### config.mk
export PLATFORM = sky130hd
export DESIGN_NAME = lcd_4bit_write_sequencer_top
export DESIGN_NICKNAME = d
export VERILOG_FILES = /design/src/sv/lcdws_pkg.sv /design/src/sv/lcdws_front.sv /design/src/sv/lcdws_queue.sv /design/src/sv/lcdws_back.sv /design/src/sv/lcd_4bit_write_sequencer_top.sv
export SDC_FILE = /design/constraint.sdc
export NUM_CORES = 1
export LEC_CHECK = 0
export BUFFER_PORTS_ARGS = -buffer_cell sky130_fd_sc_hd__buf_2
export CORE_UTILIZATION = 28
export CTS_CLUSTER_DIAMETER = 100
export DETAILED_ROUTE_END_ITERATION = 10
export PLACE_DENSITY = 0.48
export SETUP_SLACK_MARGIN = 0.02
export SLEW_MARGIN = 20
export SYNTH_ARGS = -nofsm -noshare
export SYNTH_HDL_FRONTEND = slang
export SYNTH_HIERARCHICAL = 1
export SYNTH_SLANG_ARGS = --single-unit
### constraint.sdc
create_clock -name clk -period 2.8 [get_ports clk]
set_input_delay 0 -clock clk [delete_from_list [all_inputs] [get_ports clk]]
set_output_delay 0 -clock clk [all_outputs]
set_load 0.05 [all_outputs]
### src/sv/lcdws_pkg.sv
`timescale 1ns / 1ps

package lcdws_pkg;

	// request modes
	localparam logic [2:0] MODE_CMD    = 3'd0;
	localparam logic [2:0] MODE_DATA   = 3'd1;
	localparam logic [2:0] MODE_INIT   = 3'd2;
	localparam logic [2:0] MODE_CURSOR = 3'd3;
	localparam logic [2:0] MODE_CLEAR  = 3'd4;

	// configuration register indexes
	localparam logic REG_PULSE_DELAY = 1'b0;
	localparam logic REG_INIT_DELAY  = 1'b1;

	localparam logic [15:0] PULSE_DELAY_RST = 16'd1600;
	localparam logic [23:0] INIT_DELAY_RST  = 24'd800000;

	// controller command bytes
	localparam logic [7:0] CMD_FUNC_SET = 8'h28;
	localparam logic [7:0] CMD_DISP_ON  = 8'h0C;
	localparam logic [7:0] CMD_ENTRY    = 8'h06;
	localparam logic [7:0] CMD_CLEAR    = 8'h01;
	localparam logic [7:0] CMD_HOME     = 8'h02;
	localparam logic [7:0] NIB_4BIT     = 8'h02;
	localparam logic [7:0] HI_NIB_MASK  = 8'hF0;
	localparam logic [7:0] LO_NIB_MASK  = 8'h0F;

	// init expansion steps
	localparam logic [2:0] INIT_WAIT  = 3'd0;
	localparam logic [2:0] INIT_NIB   = 3'd1;
	localparam logic [2:0] INIT_FUNC  = 3'd2;
	localparam logic [2:0] INIT_DISP  = 3'd3;

	// phase numbers within one nibble
	localparam logic [1:0] PH_PRE  = 2'd0;
	localparam logic [1:0] PH_HIGH = 2'd1;
	localparam logic [1:0] PH_POST = 2'd2;

	localparam int QDEPTH = 4;
	localparam int QPTR_W = $clog2(QDEPTH);
	localparam int QLVL_W = $clog2(QDEPTH + 1);

	typedef enum logic [1:0] {
		OP_BYTE,
		OP_NIBBLE,
		OP_WAIT
	} op_kind_t;

	typedef struct packed {
		op_kind_t   kind;
		logic       rs;
		logic [7:0] data;
		logic       last;
	} op_t;

	typedef struct packed {
		logic              full;
		logic              empty;
		logic [QLVL_W-1:0] level;
	} q_stat_t;

	typedef enum logic {
		FE_IDLE,
		FE_EXPAND
	} fe_state_t;

	typedef enum logic {
		BK_IDLE,
		BK_RUN
	} bk_state_t;

endpackage

### src/sv/lcdws_front.sv
`timescale 1ns / 1ps

module lcdws_front (
	input  logic             clk,
	input  logic             arst_n,
	input  logic             in_valid,
	output logic             in_stall,
	input  logic [2:0]       mode,
	input  logic [7:0]       value,
	input  logic             row,
	input  logic [5:0]       col,
	output logic             push,
	output lcdws_pkg::op_t   push_op,
	input  lcdws_pkg::q_stat_t q_stat
);

	lcdws_pkg::fe_state_t state_q, state_d;
	logic [2:0] mode_q;
	logic [7:0] value_q;
	logic       row_q;
	logic [5:0] col_q;
	logic [2:0] step_q, step_d;
	logic       accept;

	assign in_stall = (state_q != lcdws_pkg::FE_IDLE);
	assign accept   = in_valid && !in_stall;

	always_ff @(posedge clk or negedge arst_n) begin
		if (!arst_n) begin
			state_q <= lcdws_pkg::FE_IDLE;
			step_q  <= '0;
		end else begin
			state_q <= state_d;
			step_q  <= step_d;
		end
	end

	always_ff @(posedge clk) begin
		if (accept) begin
			mode_q  <= mode;
			value_q <= value;
			row_q   <= row;
			col_q   <= col;
		end
	end

	// classify the held request into its next queue operation
	always_comb begin
		push_op.kind = lcdws_pkg::OP_BYTE;
		push_op.rs   = 1'b0;
		push_op.data = value_q;
		push_op.last = 1'b1;
		case (mode_q)
			lcdws_pkg::MODE_DATA: begin
				push_op.rs = 1'b1;
			end
			lcdws_pkg::MODE_INIT: begin
				push_op.last = 1'b0;
				case (step_q)
					lcdws_pkg::INIT_WAIT: begin
						push_op.kind = lcdws_pkg::OP_WAIT;
						push_op.data = '0;
					end
					lcdws_pkg::INIT_NIB: begin
						push_op.kind = lcdws_pkg::OP_NIBBLE;
						push_op.data = lcdws_pkg::NIB_4BIT;
					end
					lcdws_pkg::INIT_FUNC: push_op.data = lcdws_pkg::CMD_FUNC_SET;
					lcdws_pkg::INIT_DISP: push_op.data = lcdws_pkg::CMD_DISP_ON;
					default: begin
						push_op.data = lcdws_pkg::CMD_ENTRY;
						push_op.last = 1'b1;
					end
				endcase
			end
			lcdws_pkg::MODE_CURSOR: begin
				push_op.data = {1'b1, row_q, col_q};
			end
			lcdws_pkg::MODE_CLEAR: begin
				if (step_q == '0) begin
					push_op.data = lcdws_pkg::CMD_CLEAR;
					push_op.last = 1'b0;
				end else begin
					push_op.data = lcdws_pkg::CMD_HOME;
				end
			end
			default: begin
			end
		endcase
	end

	always_comb begin
		state_d = state_q;
		step_d  = step_q;
		push    = 1'b0;
		case (state_q)
			lcdws_pkg::FE_IDLE: begin
				if (accept) begin
					state_d = lcdws_pkg::FE_EXPAND;
					step_d  = '0;
				end
			end
			lcdws_pkg::FE_EXPAND: begin
				if (!q_stat.full) begin
					push = 1'b1;
					if (push_op.last) begin
						state_d = lcdws_pkg::FE_IDLE;
					end else begin
						step_d = step_q + 3'd1;
					end
				end
			end
			default: state_d = lcdws_pkg::FE_IDLE;
		endcase
	end

endmodule

### src/sv/lcdws_queue.sv
`timescale 1ns / 1ps

module lcdws_queue (
	input  logic               clk,
	input  logic               arst_n,
	input  logic               push,
	input  lcdws_pkg::op_t     push_op,
	input  logic               pop,
	output lcdws_pkg::op_t     head_op,
	output lcdws_pkg::q_stat_t q_stat
);

	lcdws_pkg::op_t mem_q [lcdws_pkg::QDEPTH];
	logic [lcdws_pkg::QPTR_W-1:0] wr_ptr_q, rd_ptr_q;
	logic [lcdws_pkg::QLVL_W-1:0] level_q;
	logic do_push, do_pop;

	assign q_stat.level = level_q;
	assign q_stat.full  = (level_q == lcdws_pkg::QLVL_W'(lcdws_pkg::QDEPTH));
	assign q_stat.empty = (level_q == '0);
	assign do_push      = push && !q_stat.full;
	assign do_pop       = pop && !q_stat.empty;
	assign head_op      = mem_q[rd_ptr_q];

	always_ff @(posedge clk or negedge arst_n) begin
		if (!arst_n) begin
			wr_ptr_q <= '0;
			rd_ptr_q <= '0;
			level_q  <= '0;
		end else begin
			if (do_push) wr_ptr_q <= wr_ptr_q + 1'b1;
			if (do_pop) rd_ptr_q <= rd_ptr_q + 1'b1;
			case ({do_push, do_pop})
				2'b10:   level_q <= level_q + 1'b1;
				2'b01:   level_q <= level_q - 1'b1;
				default: level_q <= level_q;
			endcase
		end
	end

	always_ff @(posedge clk) begin
		if (do_push) mem_q[wr_ptr_q] <= push_op;
	end

endmodule

### src/sv/lcdws_back.sv
`timescale 1ns / 1ps

module lcdws_back (
	input  logic               clk,
	input  logic               arst_n,
	input  lcdws_pkg::op_t     head_op,
	input  lcdws_pkg::q_stat_t q_stat,
	output logic               pop,
	input  logic [15:0]        pulse_delay,
	input  logic [23:0]        init_delay,
	output logic               out_valid,
	input  logic               out_stall,
	output logic               reg_select,
	output logic               enable,
	output logic [3:0]         nibble,
	output logic [23:0]        hold_cycles,
	output logic               last
);

	lcdws_pkg::bk_state_t state_q, state_d;
	lcdws_pkg::op_t op_q, op_d;
	logic       nib_q, nib_d;
	logic [1:0] ph_q, ph_d;
	logic       out_valid_q;
	logic       emit, done, load;
	logic       ph_en;
	logic [3:0] ph_nib;
	logic [23:0] ph_hold;
	logic [7:0] hi_bits, lo_bits;

	assign load    = !out_valid_q || !out_stall;
	assign hi_bits = op_q.data & lcdws_pkg::HI_NIB_MASK;
	assign lo_bits = op_q.data & lcdws_pkg::LO_NIB_MASK;

	// levels of the current phase
	always_comb begin
		ph_en   = (ph_q == lcdws_pkg::PH_HIGH);
		ph_hold = (pulse_delay == '0) ? 24'd1 : {8'd0, pulse_delay};
		case (op_q.kind)
			lcdws_pkg::OP_WAIT: begin
				ph_en   = 1'b1;
				ph_nib  = '0;
				ph_hold = (init_delay == '0) ? 24'd1 : init_delay;
				done    = 1'b1;
			end
			lcdws_pkg::OP_NIBBLE: begin
				ph_nib = lo_bits[3:0];
				done   = (ph_q == lcdws_pkg::PH_POST);
			end
			default: begin
				ph_nib = nib_q ? lo_bits[3:0] : hi_bits[7:4];
				done   = (ph_q == lcdws_pkg::PH_POST) && nib_q;
			end
		endcase
	end

	always_ff @(posedge clk or negedge arst_n) begin
		if (!arst_n) begin
			state_q     <= lcdws_pkg::BK_IDLE;
			out_valid_q <= 1'b0;
		end else begin
			state_q <= state_d;
			if (emit) out_valid_q <= 1'b1;
			else if (!out_stall) out_valid_q <= 1'b0;
		end
	end

	always_ff @(posedge clk) begin
		op_q  <= op_d;
		nib_q <= nib_d;
		ph_q  <= ph_d;
		if (emit) begin
			reg_select  <= op_q.rs;
			enable      <= ph_en;
			nibble      <= ph_nib;
			hold_cycles <= ph_hold;
			last        <= op_q.last && done;
		end
	end

	always_comb begin
		state_d = state_q;
		op_d    = op_q;
		nib_d   = nib_q;
		ph_d    = ph_q;
		pop     = 1'b0;
		emit    = 1'b0;
		case (state_q)
			lcdws_pkg::BK_IDLE: begin
				if (!q_stat.empty) begin
					pop     = 1'b1;
					op_d    = head_op;
					nib_d   = 1'b0;
					ph_d    = lcdws_pkg::PH_PRE;
					state_d = lcdws_pkg::BK_RUN;
				end
			end
			lcdws_pkg::BK_RUN: begin
				if (load) begin
					emit = 1'b1;
					if (done) begin
						state_d = lcdws_pkg::BK_IDLE;
					end else if (ph_q == lcdws_pkg::PH_POST) begin
						nib_d = 1'b1;
						ph_d  = lcdws_pkg::PH_PRE;
					end else begin
						ph_d = ph_q + 2'd1;
					end
				end
			end
			default: state_d = lcdws_pkg::BK_IDLE;
		endcase
	end

	assign out_valid = out_valid_q;

endmodule

### src/sv/lcd_4bit_write_sequencer_top.sv
`timescale 1ns / 1ps

// Character LCD write sequencer for a 4-bit bus. Each request (command byte,
// data byte, init, set cursor, clear) is turned into a run of pin phases
// (RS, EN, D7..D4 and a hold count); the downstream pin driver holds each
// phase for hold_cycles. A request is expanded by the front end into one to
// five queued operations, one per cycle while the queue has room, and the
// next request is taken once the last of them is pushed. The back end loads
// an operation in its idle state and then emits one phase per cycle while the
// output is not stalled: both nibbles of a byte, the init nibble alone, or the
// single phase of the power-up wait. The phase counter in the back end sets
// the pace; a 4-entry queue lets the front end run ahead of a stalled output.
// Configuration writes are taken at once (cfg_ready is always high); index 0
// is pulse_delay, index 1 is init_delay, and a delay of zero is held as one.
module lcd_4bit_write_sequencer_top (
	input  logic        clk,
	input  logic        arst_n,
	input  logic        in_valid,
	output logic        in_stall,
	input  logic [2:0]  mode,
	input  logic [7:0]  value,
	input  logic        row,
	input  logic [5:0]  col,
	output logic        out_valid,
	input  logic        out_stall,
	output logic        reg_select,
	output logic        enable,
	output logic [3:0]  nibble,
	output logic [23:0] hold_cycles,
	output logic        last,
	input  logic        cfg_valid,
	output logic        cfg_ready,
	input  logic        cfg_index,
	input  logic [23:0] cfg_data
);

	logic [15:0] pulse_delay_q;
	logic [23:0] init_delay_q;
	logic        push, pop;
	lcdws_pkg::op_t     push_op, head_op;
	lcdws_pkg::q_stat_t q_stat;

	assign cfg_ready = 1'b1;

	always_ff @(posedge clk or negedge arst_n) begin
		if (!arst_n) begin
			pulse_delay_q <= lcdws_pkg::PULSE_DELAY_RST;
			init_delay_q  <= lcdws_pkg::INIT_DELAY_RST;
		end else if (cfg_valid && cfg_ready) begin
			case (cfg_index)
				lcdws_pkg::REG_PULSE_DELAY: pulse_delay_q <= cfg_data[15:0];
				lcdws_pkg::REG_INIT_DELAY:  init_delay_q  <= cfg_data;
				default: begin
				end
			endcase
		end
	end

	lcdws_front u_front (
		.clk      (clk),
		.arst_n   (arst_n),
		.in_valid (in_valid),
		.in_stall (in_stall),
		.mode     (mode),
		.value    (value),
		.row      (row),
		.col      (col),
		.push     (push),
		.push_op  (push_op),
		.q_stat   (q_stat)
	);

	lcdws_queue u_queue (
		.clk     (clk),
		.arst_n  (arst_n),
		.push    (push),
		.push_op (push_op),
		.pop     (pop),
		.head_op (head_op),
		.q_stat  (q_stat)
	);

	lcdws_back u_back (
		.clk         (clk),
		.arst_n      (arst_n),
		.head_op     (head_op),
		.q_stat      (q_stat),
		.pop         (pop),
		.pulse_delay (pulse_delay_q),
		.init_delay  (init_delay_q),
		.out_valid   (out_valid),
		.out_stall   (out_stall),
		.reg_select  (reg_select),
		.enable      (enable),
		.nibble      (nibble),
		.hold_cycles (hold_cycles),
		.last        (last)
	);

	// queue never overfills
	a_q_level: assert property (@(posedge clk) disable iff (!arst_n)
		q_stat.level <= lcdws_pkg::QLVL_W'(lcdws_pkg::QDEPTH))
		else $error("queue level beyond depth");

	// front end only pushes when there is room
	a_no_push_full: assert property (@(posedge clk) disable iff (!arst_n)
		push |-> !q_stat.full)
		else $error("push into full queue");

	// a phase never has a zero hold count
	a_hold_nonzero: assert property (@(posedge clk) disable iff (!arst_n)
		out_valid |-> hold_cycles != '0)
		else $error("zero hold count");

	// every request ends with enable low
	a_last_en_low: assert property (@(posedge clk) disable iff (!arst_n)
		(out_valid && last) |-> !enable)
		else $error("request ends with enable high");

endmodule

==> qor_table.md, run 1 <==
| Metric | Value | Unit |
|---|---|---|
| Worst-skew pair later-pin latency | 420 | ps |
| Required time at the worst-slack endpoint | 3140 | ps |
| Clock tree from TritonCTS | yes | - |
| Full die area | 0.0257 | mm^2 |
| Die height | 160 | um |
| Synth Instances | 408 | - |
| Count of buffers inserted at the top-level ports | 80 | - |
| Maximum fanout count along the critical path | 7 | - |
| FF-to-FF End | u_queue/level_q[2] | - |
| Final weighted congestion of routability-driven global placement | 0.758 | - |
| Synth-to-Final Area Change | 24.7 | % |
| DRC violation count after routing | 0 | - |
| Pin count of the biggest net entering global routing | 35 | - |
| Post-layout nets | 608 | - |
| Max Freq | 0.441 | GHz |
| CTS Sinks | 165 | - |
| Synth async-reset ratio | 32.1 | % |
| Final Critical Period | 2270 | ps |
| Worst R2R Start | u_queue/level_q[0] | - |
| First-pass iteration count of the detailed router | 4 | - |
| Fin. max-slew vios | 0 | - |
| H-tree lvl count | 4 | - |
| Part of the total power dissipated in the clock network | 24.9 | % |
| Worst-path cell with the longest stage delay | sky130_fd_sc_hd__dfrtp_1 | - |
| Remaining Overflow, GRT | 0 | - |
| Number of global-route vias before repair | 4085 | - |
| Global-route wire length before repair | 21800 | um |
| Worst relative slew slack | 42.3 | % |
| Leading cell types by total area after synthesis | sky130_fd_sc_hd__edfxtp_1 48%, sky130_fd_sc_hd__dfrtp_1 16%, sky130_fd_sc_hd__mux2_4 6.6% | - |
| Clock-pin slew on the worst setup and hold paths | 70 | ps |
| Net Sw Frac | 34.5 | % |
| Number of nets produced by synthesis | 472 | - |
| Mean Syn Cell Area | 17.2 | um^2 |
| Total Power | 8.69 | mW |
| Predominant post-synthesis flop cell | sky130_fd_sc_hd__edfxtp_1 | - |
| Final period utilization | 81.0 | % |
| Arrival time reported for the critical path endpoint | 2610 | ps |
| Internal Power | 5.69 | mW |
| First DRT Iteration DRCs | 174 | - |
| Total routed wirelength | 13500 | um |
| Setup crit start kind | flop | - |
| Start point of the critical path | u_queue/level_q[0] | - |
| Effective utilization at floorplan | 28.6 | % |
| Sequential element share of the synthesized area | 67.1 | % |
| VDD IR max | 0.411 | mV |
| Total of endpoints with negative setup slack in the final report | 0 | - |
| Critical path capture point | u_queue/level_q[2] | - |
| Fin Setup TNS | 0 | ps |
| Outcome | completed | - |
| Post-placement cell count | 804 | - |
| Combinational power share | 30.0 | % |
| Clock Tree Root | sky130_fd_sc_hd__clkbuf_16 | - |
| Met1 track utilization from global routing | 13.2 | % |
| Net Sw Power | 3.00 | mW |
| Worst Reg2Reg Path Length in Cells | 10 | - |
| Leakage power | 3.45 | nW |
| Final hold vios | 0 | - |
| Drt wl/cell | 15.3 | um |
| Top library cells by usage in the layout, fill and taps aside | 112 x sky130_fd_sc_hd__edfxtp_1, 80 x sky130_fd_sc_hd__buf_2, 45 x sky130_fd_sc_hd__dlygate4sd3_1 | - |
| Share of total power in sequential cells | 45.1 | % |
| GRT met3 Usage | 3.01 | % |
| Antenna Diode Count | 0 | - |
| Proportion of layout cells with a drive suffix above 1 | 36.8 | % |
| Commonest non-fill, non-tap cell in the layout | sky130_fd_sc_hd__edfxtp_1 | - |
| Number of vias per cell after detailed routing | 4.31 | - |
| Fin Hold WS | 101 | ps |
| Total clock buffers created by CTS | 17 | - |
| CP Class | reg2reg | - |
| Std cell rows | 57 | - |
| Top cell type by total area after synthesis | sky130_fd_sc_hd__edfxtp_1 | - |
| P per Cell Area | 994 | mW/mm^2 |
| Layer with the highest usage | met2 | - |
| Worst-path cell chain | nor3b_2 -> nor2b_1 -> nor2b_2 -> inv_1 -> ha_1 -> inv_1 -> fa_1 -> xor2_1 -> nor2_1 -> xor2_1 | - |
| Setup repair after global routing missed its margin | no | - |
| Slack of the worst reg-to-reg path | 530 | ps |
| Yosys warning total | 6 | - |
| Util after Layout | 35.7 | % |
| Biggest cell delay along the critical path | 440 | ps |
| Yosys cell types | 59 | - |
| Type of the most critical hold path | in2reg | - |
| Slew at the pin with the worst max-slew slack | 866 | ps |
| Half-perimeter wire length after detailed placement | 9080 | um |
| Number of enable flip-flop cells after synthesis | 112 | - |
| Global Route Usage Sum | 11.1 | % |
| Clock buffer depth | 2 | - |
| Post-Route Skew | 8.52 | ps |
| Global Route met2 Usage | 19.2 | % |
| Placeable Area | 0.0245 | mm^2 |
| Count of pins on the block boundary | 82 | - |
| Share of Yosys cell area claimed by the top area cell type | 48.0 | % |
| Initial antenna violation count | 0 | - |
| Die span in x | 160 | um |
| Post-detailed-route count of antenna-violating nets | 0 | - |
| DR vias | 3797 | - |
| Non-filler instance count after layout | 881 | - |
| Netlist Area Pre-Place | 0.00701 | mm^2 |
| Count of state elements after synthesis | 165 | - |
| Critical Path End Type | flop | - |
| Max-cap violations | 0 | - |
==> per-stage QoR <==
stage	worst slack (ps)	area, um^2
final	531	8740
after floorplan	353	7010
after global placement	628	7740
after detailed placement	549	7740
after CTS	524	8740
after global routing	387	8740
==> cells in the mapped netlist (all sizes together), types with 3 or more instances <==
master / number
edfxtp: 112
mux2: 60
dfrtp: 44
inv: 19
ha: 15
nor2: 14
mux4: 12
buf: 11
nand2: 10
dfstp: 9
nor2b: 9
nor4: 9
a21oi: 8
and3: 8
nand2b: 8
o21ai: 7
a22o: 5
and2: 5
mux2i: 4
xnor2: 3
xor2: 3
==> worst min path at each step <==
stage | start | end | slack (ps) | cells past startpoint
2_1_floorplan | arst_n | init_delay_q[0] | -300 | 0
5_1_grt | cfg_index | pulse_delay_q[2] | 100 | 3
6_report | cfg_index | pulse_delay_q[2] | 100 | 3
3_3_place_gp | arst_n | u_front/step_q[0] | 160 | 1
3_5_place_dp | arst_n | init_delay_q[11] | 170 | 1
4_1_cts | cfg_index | pulse_delay_q[2] | 80 | 3
==> metal layers <==
metal / share of wire (%) / vias up
met5: 0 / -
met4: 1.2 / 0
met3: 3.3 / 9
met2: 50 / 88
met1: 46 / 1881
li1: - / 1819
==> cell families after synthesis <==
group	Yosys count	share of synthesized area (%)
adders and majority gates	16	2.96
buffers and inverters	32	2.73
AOI/OAI and AO/OA	35	3.73
xor gates and xnor gates	6	0.750
DFF	165	67.1
and+or+nand+nor	77	6.72
muxes	76	15.9
other	1	0.0535
==> power groups by stage <==
| stage | Combinational, mW | Clock, mW | Sequential (mW) |
|---|---|---|---|
| after CTS | 2.65 | 2.23 | 3.93 |
| after global routing | 2.82 | 2.34 | 4.00 |
| final | 2.61 | 2.16 | 3.91 |
| after floorplan | 1.46 | 0 | 4.43 |
| after detailed placement | 2.59 | 0 | 3.98 |
| after global placement | 2.54 | 0 | 3.95 |
==> area by class of cell <==
cell class                      count  area (um^2)
Clock buffer                       18          429
Clock inverter                     14          118
Fill cell                        2287        15700
Inverter                           19         71.3
Multi-Input combinational cell    211         2120
Sequential cell                   165         4700
Tap cell                          324          405
Timing Repair Buffer              130          888
==> sequential cells by signal (all words and copies together), names as in the netlist, 4 cells and up <==
signal,flops
u_back/hold_cycles,24
u_back/lo_bits,4
u_front/value_q,8
init_delay_q,24
pulse_delay_q,16
u_queue/mem_q,48
u_back/op_q,4
u_front/col_q,6
u_back/hi_bits,4
u_back/nibble,4
==> critical path, delay by kind of cell (launching register included) <==
family        cells  cell delay (ps)
flops             1              440
simple gates      4              750
xor+xnor          2              320
fa+ha+maj         2              540
buf+inv           2              130
==> repair_timing <==
| action | 4_1_cts | 5_1_grt |
|---|---|---|
| buffers inserted | 0 | 0 |
| gates resized for setup | 0 | 0 |
| hold endpoints to repair | 88 | 0 |
| hold buffers | 45 | 0 |
(Power assumes the default switching activity.)
==> inputs of run 2 (changes only) <==
Settings changed: ABC_AREA set to 1.
Clock period 2.8 ns to 2 ns, I/O delays scaled along.
==> qor_table.md, run 2 <==
| Metric | Value | Unit | Delta |
|---|---|---|---|
| Outcome | completed | - | unchanged |
| Total clock buffers created by CTS | 17 | - | unchanged |
| Global-route wire length before repair | 24800 | um | was 21800 um |
| Pin count of the biggest net entering global routing | 41 | - | was 35 |
| Clock buffer depth | 2 | - | unchanged |
| Drt wl/cell | 13.1 | um | was 15.3 um |
| Final period utilization | 93.4 | % | was 81.0% |
| Synth-to-Final Area Change | 25.9 | % | was 24.7% |
| Synthesized-area fraction occupied by ao, oa, aoi and oai cells | 5.70 | % | was 3.73% |
| Number of global-route vias before repair | 4852 | - | was 4085 |
| Global Route Usage Sum | 12.0 | % | was 11.1% |
| Final hold vios | 0 | - | unchanged |
| Count of buffers inserted at the top-level ports | 80 | - | unchanged |
| Predominant post-synthesis flop cell | sky130_fd_sc_hd__edfxtp_1 | - | unchanged |
| Synth async-reset ratio | 32.1 | % | unchanged |
| Number of enable flip-flop cells after synthesis | 112 | - | unchanged |
| CTS Sinks | 165 | - | unchanged |
| Worst-path cell with the longest stage delay | sky130_fd_sc_hd__fa_2 | - | was sky130_fd_sc_hd__dfrtp_1 |
| Clock tree from TritonCTS | yes | - | unchanged |
| Initial antenna violation count | 0 | - | unchanged |
| Simple-Gate Fraction of Synth Area | 19.6 | % | was 6.72% |
| Critical Path End Type | flop | - | unchanged |
| Most repeated library cell on the critical path | sky130_fd_sc_hd__inv_1 | - |  |
| Commonest non-fill, non-tap cell in the layout | sky130_fd_sc_hd__nand2_1 | - | was sky130_fd_sc_hd__edfxtp_1 |
| Biggest cell delay along the critical path | 430 | ps | was 440 ps |
| Share of Yosys cell area claimed by the top area cell type | 46.1 | % | was 48.0% |
| Max-cap violations | 0 | - | unchanged |
| Half-perimeter wire length after detailed placement | 10000 | um | was 9080 um |
| Final worst setup slack | 133 | ps | was 531 ps |
| Setup crit start kind | flop | - | unchanged |
| Slack of the worst reg-to-reg path | 130 | ps | was 530 ps |
| Largest register by flop count | u_queue/mem_q | - | unchanged |
| Proportion of layout cells with a drive suffix above 1 | 22.1 | % | was 36.8% |
| First-pass iteration count of the detailed router | 4 | - | unchanged |
| Die height | 164 | um | was 160 um |
| Worst relative slew slack | 66.0 | % | was 42.3% |
| DRC violation count after routing | 0 | - | unchanged |
| Largest family of logic cells by synthesized area | simple AND/OR/NAND/NOR gates | - | was multiplexers |
| Multiplexer fraction of the synthesized cell area | 0 | % | was 15.9% |
| Sequential element share of the synthesized area | 64.4 | % | was 67.1% |
| Required time at the worst-slack endpoint | 2340 | ps | was 3140 ps |
| Post-placement worst setup slack | 113 | ps | was 549 ps |
| Worst-skew pair later-pin latency | 430 | ps | was 420 ps |
| Number of vias per cell after detailed routing | 4.20 | - | was 4.31 |
| Synth Instances | 673 | - | was 408 |
| Final weighted congestion of routability-driven global placement | 0.753 | - | was 0.758 |
| CP Class | reg2reg | - | unchanged |
| Xor and xnor fraction of the mapped netlist area | 0.120 | % | was 0.750% |
| P per Cell Area | 1350 | mW/mm^2 | was 994 mW/mm^2 |
| Die span in x | 164 | um | was 160 um |
| Leakage power | 4.09 | nW | was 3.45 nW |
| Ranking of synthesized cells by instance count | 199 x sky130_fd_sc_hd__nand2_1, 112 x sky130_fd_sc_hd__edfxtp_1, 79 x sky130_fd_sc_hd__inv_1, 57 x sky130_fd_sc_hd__nand3_1, 44 x sky130_fd_sc_hd__dfrtp_1 | - | was 112 x sky130_fd_sc_hd__edfxtp_1, 44 x sky130_fd_sc_hd__dfrtp_1, 31 x sky130_fd_sc_hd__mux2_4, 29 x sky130_fd_sc_hd__mux2_2, 19 x sky130_fd_sc_hd__inv_1 |
| Post-Route Skew | 15.8 | ps | was 8.52 ps |
| Remaining Overflow, GRT | 0 | - | unchanged |
| Number of nets produced by synthesis | 737 | - | was 472 |
| Clock-pin slew on the worst setup and hold paths | 70 | ps | about the same |
| Yosys cell types | 39 | - | was 59 |
| Slew at the pin with the worst max-slew slack | 506 | ps | was 866 ps |
| Std cell rows | 58 | - | was 57 |
| Type of the most critical hold path | in2reg | - | unchanged |
| Count of pins on the block boundary | 82 | - | unchanged |
| Max FFs per register | 48 | - | unchanged |
| Fin. max-slew vios | 0 | - | unchanged |
| Setup repair after global routing missed its margin | no | - | unchanged |
| Post-detailed-route count of antenna-violating nets | 0 | - | unchanged |
| Adder and majority cell fraction of the synthesized area | 2.84 | % | was 2.96% |
| Leading cell types by total area after synthesis | sky130_fd_sc_hd__edfxtp_1 46%, sky130_fd_sc_hd__dfrtp_1 15%, sky130_fd_sc_hd__nand2_1 10% | - | was sky130_fd_sc_hd__edfxtp_1 48%, sky130_fd_sc_hd__dfrtp_1 16%, sky130_fd_sc_hd__mux2_4 6.6% |
| Effective utilization at floorplan | 28.8 | % | was 28.6% |
| Worst-path cell chain | inv_1 -> nand3_2 -> inv_1 -> nor2_4 -> nand2_1 -> inv_1 -> ha_1 -> inv_1 -> fa_2 -> o21ai_0 | - | was nor3b_2 -> nor2b_1 -> nor2b_2 -> inv_1 -> ha_1 -> inv_1 -> fa_1 -> xor2_1 -> nor2_1 -> xor2_1 |
| Non-filler instance count after layout | 1158 | - | was 881 |
| Max Freq | 0.536 | GHz | was 0.441 GHz |
| Fin Setup TNS | 0 | ps | unchanged |
| Clock Tree Root | sky130_fd_sc_hd__clkbuf_16 | - | unchanged |
| Cell area after layout | 0.00920 | mm^2 | was 0.00874 mm^2 |
| Arrival time reported for the critical path endpoint | 2210 | ps | was 2610 ps |
| First DRT Iteration DRCs | 384 | - | was 174 |
| Yosys warning total | 6 | - | unchanged |
| VDD IR max | 0.485 | mV | was 0.411 mV |
| Mean Syn Cell Area | 10.9 | um^2 | was 17.2 um^2 |
| Count of state elements after synthesis | 165 | - | unchanged |
| Biggest regs | u_queue/mem_q x48, init_delay_q x24, u_back/hold_cycles x24 | - | unchanged |
| Placed Area | 0.00808 | mm^2 | was 0.00774 mm^2 |
| Total of endpoints with negative setup slack in the final report | 0 | - | unchanged |
| Netlist Area Pre-Place | 0.00730 | mm^2 | was 0.00701 mm^2 |
| Antenna Diode Count | 0 | - | unchanged |
| Count of fill cells added during filler insertion | 2557 | - | was 2287 |
| Maximum fanout count along the critical path | 4 | - | was 7 |
| Top cell type by total area after synthesis | sky130_fd_sc_hd__edfxtp_1 | - | unchanged |
| Full die area | 0.0267 | mm^2 | was 0.0257 mm^2 |
| Top library cells by usage in the layout, fill and taps aside | 199 x sky130_fd_sc_hd__nand2_1, 112 x sky130_fd_sc_hd__edfxtp_1, 80 x sky130_fd_sc_hd__buf_2 | - | was 112 x sky130_fd_sc_hd__edfxtp_1, 80 x sky130_fd_sc_hd__buf_2, 45 x sky130_fd_sc_hd__dlygate4sd3_1 |
| Post-placement cell count | 1076 | - | was 804 |
| Total routed wirelength | 15200 | um | was 13500 um |
| Placeable Area | 0.0254 | mm^2 | was 0.0245 mm^2 |
| Post-layout nets | 879 | - | was 608 |
| H-tree lvl count | 4 | - | unchanged |
| DR vias | 4861 | - | was 3797 |
| Final Critical Period | 1870 | ps | was 2270 ps |
| Most common cell in the netlist | sky130_fd_sc_hd__nand2_1 | - | was sky130_fd_sc_hd__edfxtp_1 |
[run 2: per-stage QoR]
step	hold WS [ps]	total power, mW	utilization (%)
after global routing	75.7	13.2	36.2
after CTS	43.0	12.6	36.2
after detailed placement	25.7	9.05	31.8
final	67.4	12.4	36.2
after floorplan	-296	8.06	-
after global placement	24.4	9.02	31.8
[run 2: timing repair]
item | in CTS | in global routing
hold endpoints to repair | 119 | 0
endpoints found under the setup margin | 0 | 2
resized for setup | 0 | 3
buffers inserted | 0 | 1
hold buffers | 49 | 0
[run 2: layout make-up]
class                   count  area [um^2]  share of cell area, %
inverters                  86          328                   3.57
clock inverters            13          159                   1.73
flip-flops and latches    165         4700                   51.1
well taps                 330          413                   4.49
clock buffers              19          454                   4.94
repair buffers            147         1050                   11.4
multi-input cells         398         2090                   22.7
[run 2: power breakdown]
part	internal (mW)	total (mW)	switching [mW]
clock	1.96	3.43	1.46
combinational	1.17	3.90	2.73
sequential	4.77	5.11	0.343
[run 2: critical path: cells and delay by family (launching register included)]
family	cells	cell delay [ps]
flops	1	400
fa+ha+maj	2	610
buf+inv	4	370
compound gates	1	150
simple gates	3	250
[run 2: kinds of logic after synthesis]
group / Yosys count
other: 1
AND/OR/NAND/NOR: 326
XOR/XNOR: 1
AO/OA/AOI/OAI: 54
buffers and inverters: 110
adder cells (fa/ha/maj): 16
flip-flops: 165
[run 2: path summary, 6_finish.rpt]
check,end,startpoint,depth (start not counted)
min in group asynchronous,pulse_delay_q[7],arst_n,3
hold / removal,init_delay_q[18],cfg_index,3
setup / recovery,u_queue/level_q[1],u_queue/level_q[2],10
hold reg to reg,u_back/reg_select,u_back/op_q[9],0
max in group asynchronous,u_front/in_stall,arst_n,3
setup reg to reg,u_queue/level_q[1],u_queue/level_q[2],10
[run 2: per-layer routing]
metal | wire length (um) | up-vias | GRT usage (%)
met5 | 0 | - | 0
met4 | 150 | 0 | 4.25
met3 | 647 | 10 | 2.56
met2 | 7210 | 115 | 20.1
met1 | 7210 | 2232 | 15.3
li1 | - | 2504 | -
==> inputs of run 3 (changes only) <==
Settings changed: ABC_AREA 1 to not set, CTS_CLUSTER_SIZE set to 10, SYNTH_HIERARCHICAL 1 to not set.
==> qor_table.md, run 3 <==
| Metric | Value | Unit | Delta |
|---|---|---|---|
| VDD IR max | 0.552 | mV | was 0.485 mV |
| Fin. max-slew vios | 0 | - | unchanged |
| Clock Tree Root | sky130_fd_sc_hd__clkbuf_16 | - | unchanged |
| Yosys cell types | 46 | - | was 39 |
| Clock-pin slew on the worst setup and hold paths | 70 | ps | about the same |
| Antenna Diode Count | 0 | - | unchanged |
| Ranking of synthesized cells by instance count | 112 x sky130_fd_sc_hd__edfxtp_1, 50 x sky130_fd_sc_hd__mux2_2, 44 x sky130_fd_sc_hd__dfrtp_1, 27 x sky130_fd_sc_hd__inv_1, 18 x sky130_fd_sc_hd__nor2_1 | - | was 199 x sky130_fd_sc_hd__nand2_1, 112 x sky130_fd_sc_hd__edfxtp_1, 79 x sky130_fd_sc_hd__inv_1, 57 x sky130_fd_sc_hd__nand3_1, 44 x sky130_fd_sc_hd__dfrtp_1 |
| FF-to-FF End | u_back.nib_q | - | was u_queue/level_q[1] |
| Placeable Area | 0.0235 | mm^2 | was 0.0254 mm^2 |
| Top cell type by total area after synthesis | sky130_fd_sc_hd__edfxtp_1 | - | unchanged |
| Slack of the worst reg-to-reg path | 140 | ps | was 130 ps |
| Combinational power share | 31.2 | % | was 31.4% |
| Top library cells by usage in the layout, fill and taps aside | 112 x sky130_fd_sc_hd__edfxtp_1, 80 x sky130_fd_sc_hd__buf_2, 50 x sky130_fd_sc_hd__mux2_2 | - | was 199 x sky130_fd_sc_hd__nand2_1, 112 x sky130_fd_sc_hd__edfxtp_1, 80 x sky130_fd_sc_hd__buf_2 |
| Sequential element share of the synthesized area | 69.6 | % | was 64.4% |
| DRC violation count after routing | 0 | - | unchanged |
| Yosys warning total | 0 | - | was 6 |
| Setup crit start kind | flop | - | unchanged |
| Largest register by flop count | u_queue.mem_q | - | was u_queue/mem_q |
| Clock buffer depth | 2 | - | unchanged |
| Util after Layout | 37.2 | % | was 36.2% |
| CP delay by family, top | flip-flops | - | was adder cells |
| Die height | 157 | um | was 164 um |
| Required time at the worst-slack endpoint | 2140 | ps | was 2340 ps |
| Count of fill cells added during filler insertion | 2259 | - | was 2557 |
| Synth async-reset ratio | 32.1 | % | unchanged |
| Drt wl/cell | 14.7 | um | was 13.1 um |
| Global Route Usage Sum | 11.5 | % | was 12.0% |
| Biggest cell delay along the critical path | 400 | ps | was 430 ps |
| Fin Setup TNS | 0 | ps | unchanged |
| Net Sw Power | 4.36 | mW | was 4.54 mW |
| Std cell rows | 56 | - | was 58 |
| Proportion of layout cells with a drive suffix above 1 | 38.8 | % | was 22.1% |
| Half-perimeter wire length after detailed placement | 8990 | um | was 10000 um |
| DR vias | 3862 | - | was 4861 |
| Max Freq | 0.537 | GHz | was 0.536 GHz |
| CP Class | reg2reg | - | unchanged |
| Maximum fanout count along the critical path | 3 | - | was 4 |
| Post-layout nets | 628 | - | was 879 |
| Full die area | 0.0247 | mm^2 | was 0.0267 mm^2 |
| First-pass iteration count of the detailed router | 4 | - | unchanged |
| Share of Yosys cell area claimed by the top area cell type | 49.8 | % | was 46.1% |
| Commonest non-fill, non-tap cell in the layout | sky130_fd_sc_hd__edfxtp_1 | - | was sky130_fd_sc_hd__nand2_1 |
| H-tree lvl count | 4 | - | unchanged |
| Worst-skew pair later-pin latency | 430 | ps | about the same |
| Max-cap violations | 0 | - | unchanged |
| Setup repair after global routing missed its margin | no | - | unchanged |
| Net Sw Frac | 34.1 | % | was 36.5% |
| Global-route wire length before repair | 21100 | um | was 24800 um |
| Outcome | completed | - | unchanged |
| Initial antenna violation count | 0 | - | unchanged |
| Most common cell in the netlist | sky130_fd_sc_hd__edfxtp_1 | - | was sky130_fd_sc_hd__nand2_1 |
| Final weighted congestion of routability-driven global placement | 0.850 | - | was 0.753 |
| Number of vias per cell after detailed routing | 4.31 | - | was 4.20 |
| Area of combinational cells with multiple inputs | 0.00192 | mm^2 | was 0.00209 mm^2 |
| Worst-path cell chain | ha_1 -> mux2_2 -> a21oi_2 -> a21o_1 -> and2_1 | - | was inv_1 -> nand3_2 -> inv_1 -> nor2_4 -> nand2_1 -> inv_1 -> ha_1 -> inv_1 -> fa_2 -> o21ai_0 |
| Remaining Overflow, GRT | 0 | - | unchanged |
| Post-detailed-route count of antenna-violating nets | 0 | - | unchanged |
| Predominant post-synthesis flop cell | sky130_fd_sc_hd__edfxtp_1 | - | unchanged |
| Critical Path End Type | flop | - | unchanged |
| Count of state elements after synthesis | 165 | - | unchanged |
| Max FFs per register | 48 | - | unchanged |
| Count of buffers inserted at the top-level ports | 80 | - | unchanged |
| Final period utilization | 93.0 | % | was 93.4% |
| Part of the total power dissipated in the clock network | 26.7 | % | was 27.5% |
| Number of global-route vias before repair | 4025 | - | was 4852 |
| Post-Route Skew | 12.2 | ps | was 15.8 ps |
| Leakage power | 3.41 | nW | was 4.09 nW |
| Count of buffer and inverter cells on the critical path | 0 | - | was 4 |
| Share of total power in sequential cells | 42.1 | % | was 41.1% |
| Total clock buffers created by CTS | 17 | - | unchanged |
| Clock tree from TritonCTS | yes | - | unchanged |
| Worst Reg2Reg Path Length in Cells | 5 | - | was 10 |
| Worst R2R Start | u_back.op_q[11] | - | was u_queue/level_q[2] |
| Number of enable flip-flop cells after synthesis | 112 | - | unchanged |
| Type of the most critical hold path | in2async | - | was in2reg |
| Number of nets produced by synthesis | 475 | - | was 737 |
| Total of endpoints with negative setup slack in the final report | 0 | - | unchanged |
| Effective utilization at floorplan | 28.7 | % | was 28.8% |
| Arrival time reported for the critical path endpoint | 2000 | ps | was 2210 ps |
| Worst-path cell with the longest stage delay | sky130_fd_sc_hd__edfxtp_1 | - | was sky130_fd_sc_hd__fa_2 |
| Leading cell types by total area after synthesis | sky130_fd_sc_hd__edfxtp_1 50%, sky130_fd_sc_hd__dfrtp_1 16%, sky130_fd_sc_hd__mux2_2 8.3% | - | was sky130_fd_sc_hd__edfxtp_1 46%, sky130_fd_sc_hd__dfrtp_1 15%, sky130_fd_sc_hd__nand2_1 10% |
| Synth Instances | 412 | - | was 673 |
| Count of pins on the block boundary | 82 | - | unchanged |
| Netlist Area Pre-Place | 0.00675 | mm^2 | was 0.00730 mm^2 |
| Die span in x | 157 | um | was 164 um |
| First DRT Iteration DRCs | 119 | - | was 384 |
| Biggest regs | u_queue.mem_q x48, init_delay_q x24, u_back.hold_cycles x24 | - | was u_queue/mem_q x48, init_delay_q x24, u_back/hold_cycles x24 |
| Synth-to-Final Area Change | 29.8 | % | was 25.9% |
| P per Cell Area | 1460 | mW/mm^2 | was 1350 mW/mm^2 |
| Post-CTS Setup Repair Bufs | 0 | - | unchanged |
| Slew at the pin with the worst max-slew slack | 519 | ps | was 506 ps |
| Internal Power | 8.42 | mW | was 7.90 mW |
| CTS Sinks | 165 | - | unchanged |
| Final hold vios | 0 | - | unchanged |
| Mean Syn Cell Area | 16.4 | um^2 | was 10.9 um^2 |
| Worst relative slew slack | 65.1 | % | was 66.0% |
| Total routed wirelength | 13200 | um | was 15200 um |
| Final Critical Period | 1860 | ps | was 1870 ps |
| FF/Latch Area | 0.00470 | mm^2 | unchanged |
| Pin count of the biggest net entering global routing | 54 | - | was 41 |
## run 3: worst max path at each step
stage	start	to	slack (ps)	cells after the start
final	u_back.op_q[11]	u_back.nib_q	140	5
after global routing	u_queue.level_q[0]	u_queue.level_q[2]	30	9
after global placement	u_front.step_q[0]	u_queue.mem_q[0][3]	120	6
after floorplan	u_back.out_valid	u_back.nib_q	80	3
after CTS	u_front.step_q[0]	u_queue.mem_q[1][3]	50	6
after detailed placement	u_front.step_q[0]	u_queue.mem_q[1][3]	60	6
## run 3: per-stage QoR
stage | std cells | power, mW | hold slack, ps | setup slack [ps] | area (um^2)
6_report | 897 | 12.8 | 98.8 | 139 | 8770
5_1_grt | 897 | 13.5 | 142 | 29.1 | 8770
4_1_cts | 897 | 13.0 | 106 | 48.5 | 8750
3_5_place_dp | 820 | 9.44 | 24.1 | 61.1 | 7680
3_3_place_gp | 820 | 9.33 | 21.4 | 118 | 7680
2_1_floorplan | 412 | 8.23 | -296 | 84.0 | 6770
## run 3: worst register-to-register path: cells and delay by family (launching register included)
kind	cells	cell delay, ps
and+or+nand+nor	1	140
DFF	1	400
AOI/OAI and AO/OA	2	380
muxes	1	360
adders and majority gates	1	320
## run 3: routing by layer
| metal | GRT usage (%) | routed length [um] | part of all wire [%] | vias up |
|---|---|---|---|---|
| met5 | 0 | 0 | 0 | - |
| li1 | - | - | - | 1859 |
| met3 | 2.84 | 464 | 3.5 | 18 |
| met4 | 4.81 | 223 | 1.7 | 0 |
| met2 | 19.5 | 6500 | 49 | 75 |
| met1 | 13.8 | 6000 | 46 | 1910 |
## run 3: kinds of logic after synthesis
logic type	Yosys count	share of synthesized area (%)
buffers and inverters	41	2.59
xor gates and xnor gates	6	0.778
adders and majority gates	15	2.89
and+or+nand+nor	69	5.39
other	1	0.0555
DFF	165	69.6
AOI/OAI and AO/OA	50	5.91
muxes	65	12.8
## run 3: area by class of cell
cell class	count	area share, %
Clock buffer	18	4.89
Timing Repair Buffer	148	11.8
Tap cell	319	4.55
Sequential cell	165	53.6
Multi-Input combinational cell	206	21.9
Clock inverter	14	2.10
Inverter	27	1.16
## run 3: what timing repair did
action | 4_1_cts | 5_1_grt
hold buffers | 45 | 0
gates resized for setup | 0 | 7
endpoints found under the setup margin | 0 | 9
endpoints found under the hold margin | 116 | 0
## run 3: power groups by stage
stage / clock network (mW) / logic, mW / registers, mW
final: 3.41 / 3.99 / 5.38
after global routing: 3.64 / 4.36 / 5.50
after CTS: 3.51 / 4.06 / 5.39
after detailed placement: 0 / 3.98 / 5.46
after global placement: 0 / 3.91 / 5.42
after floorplan: 0 / 1.94 / 6.29
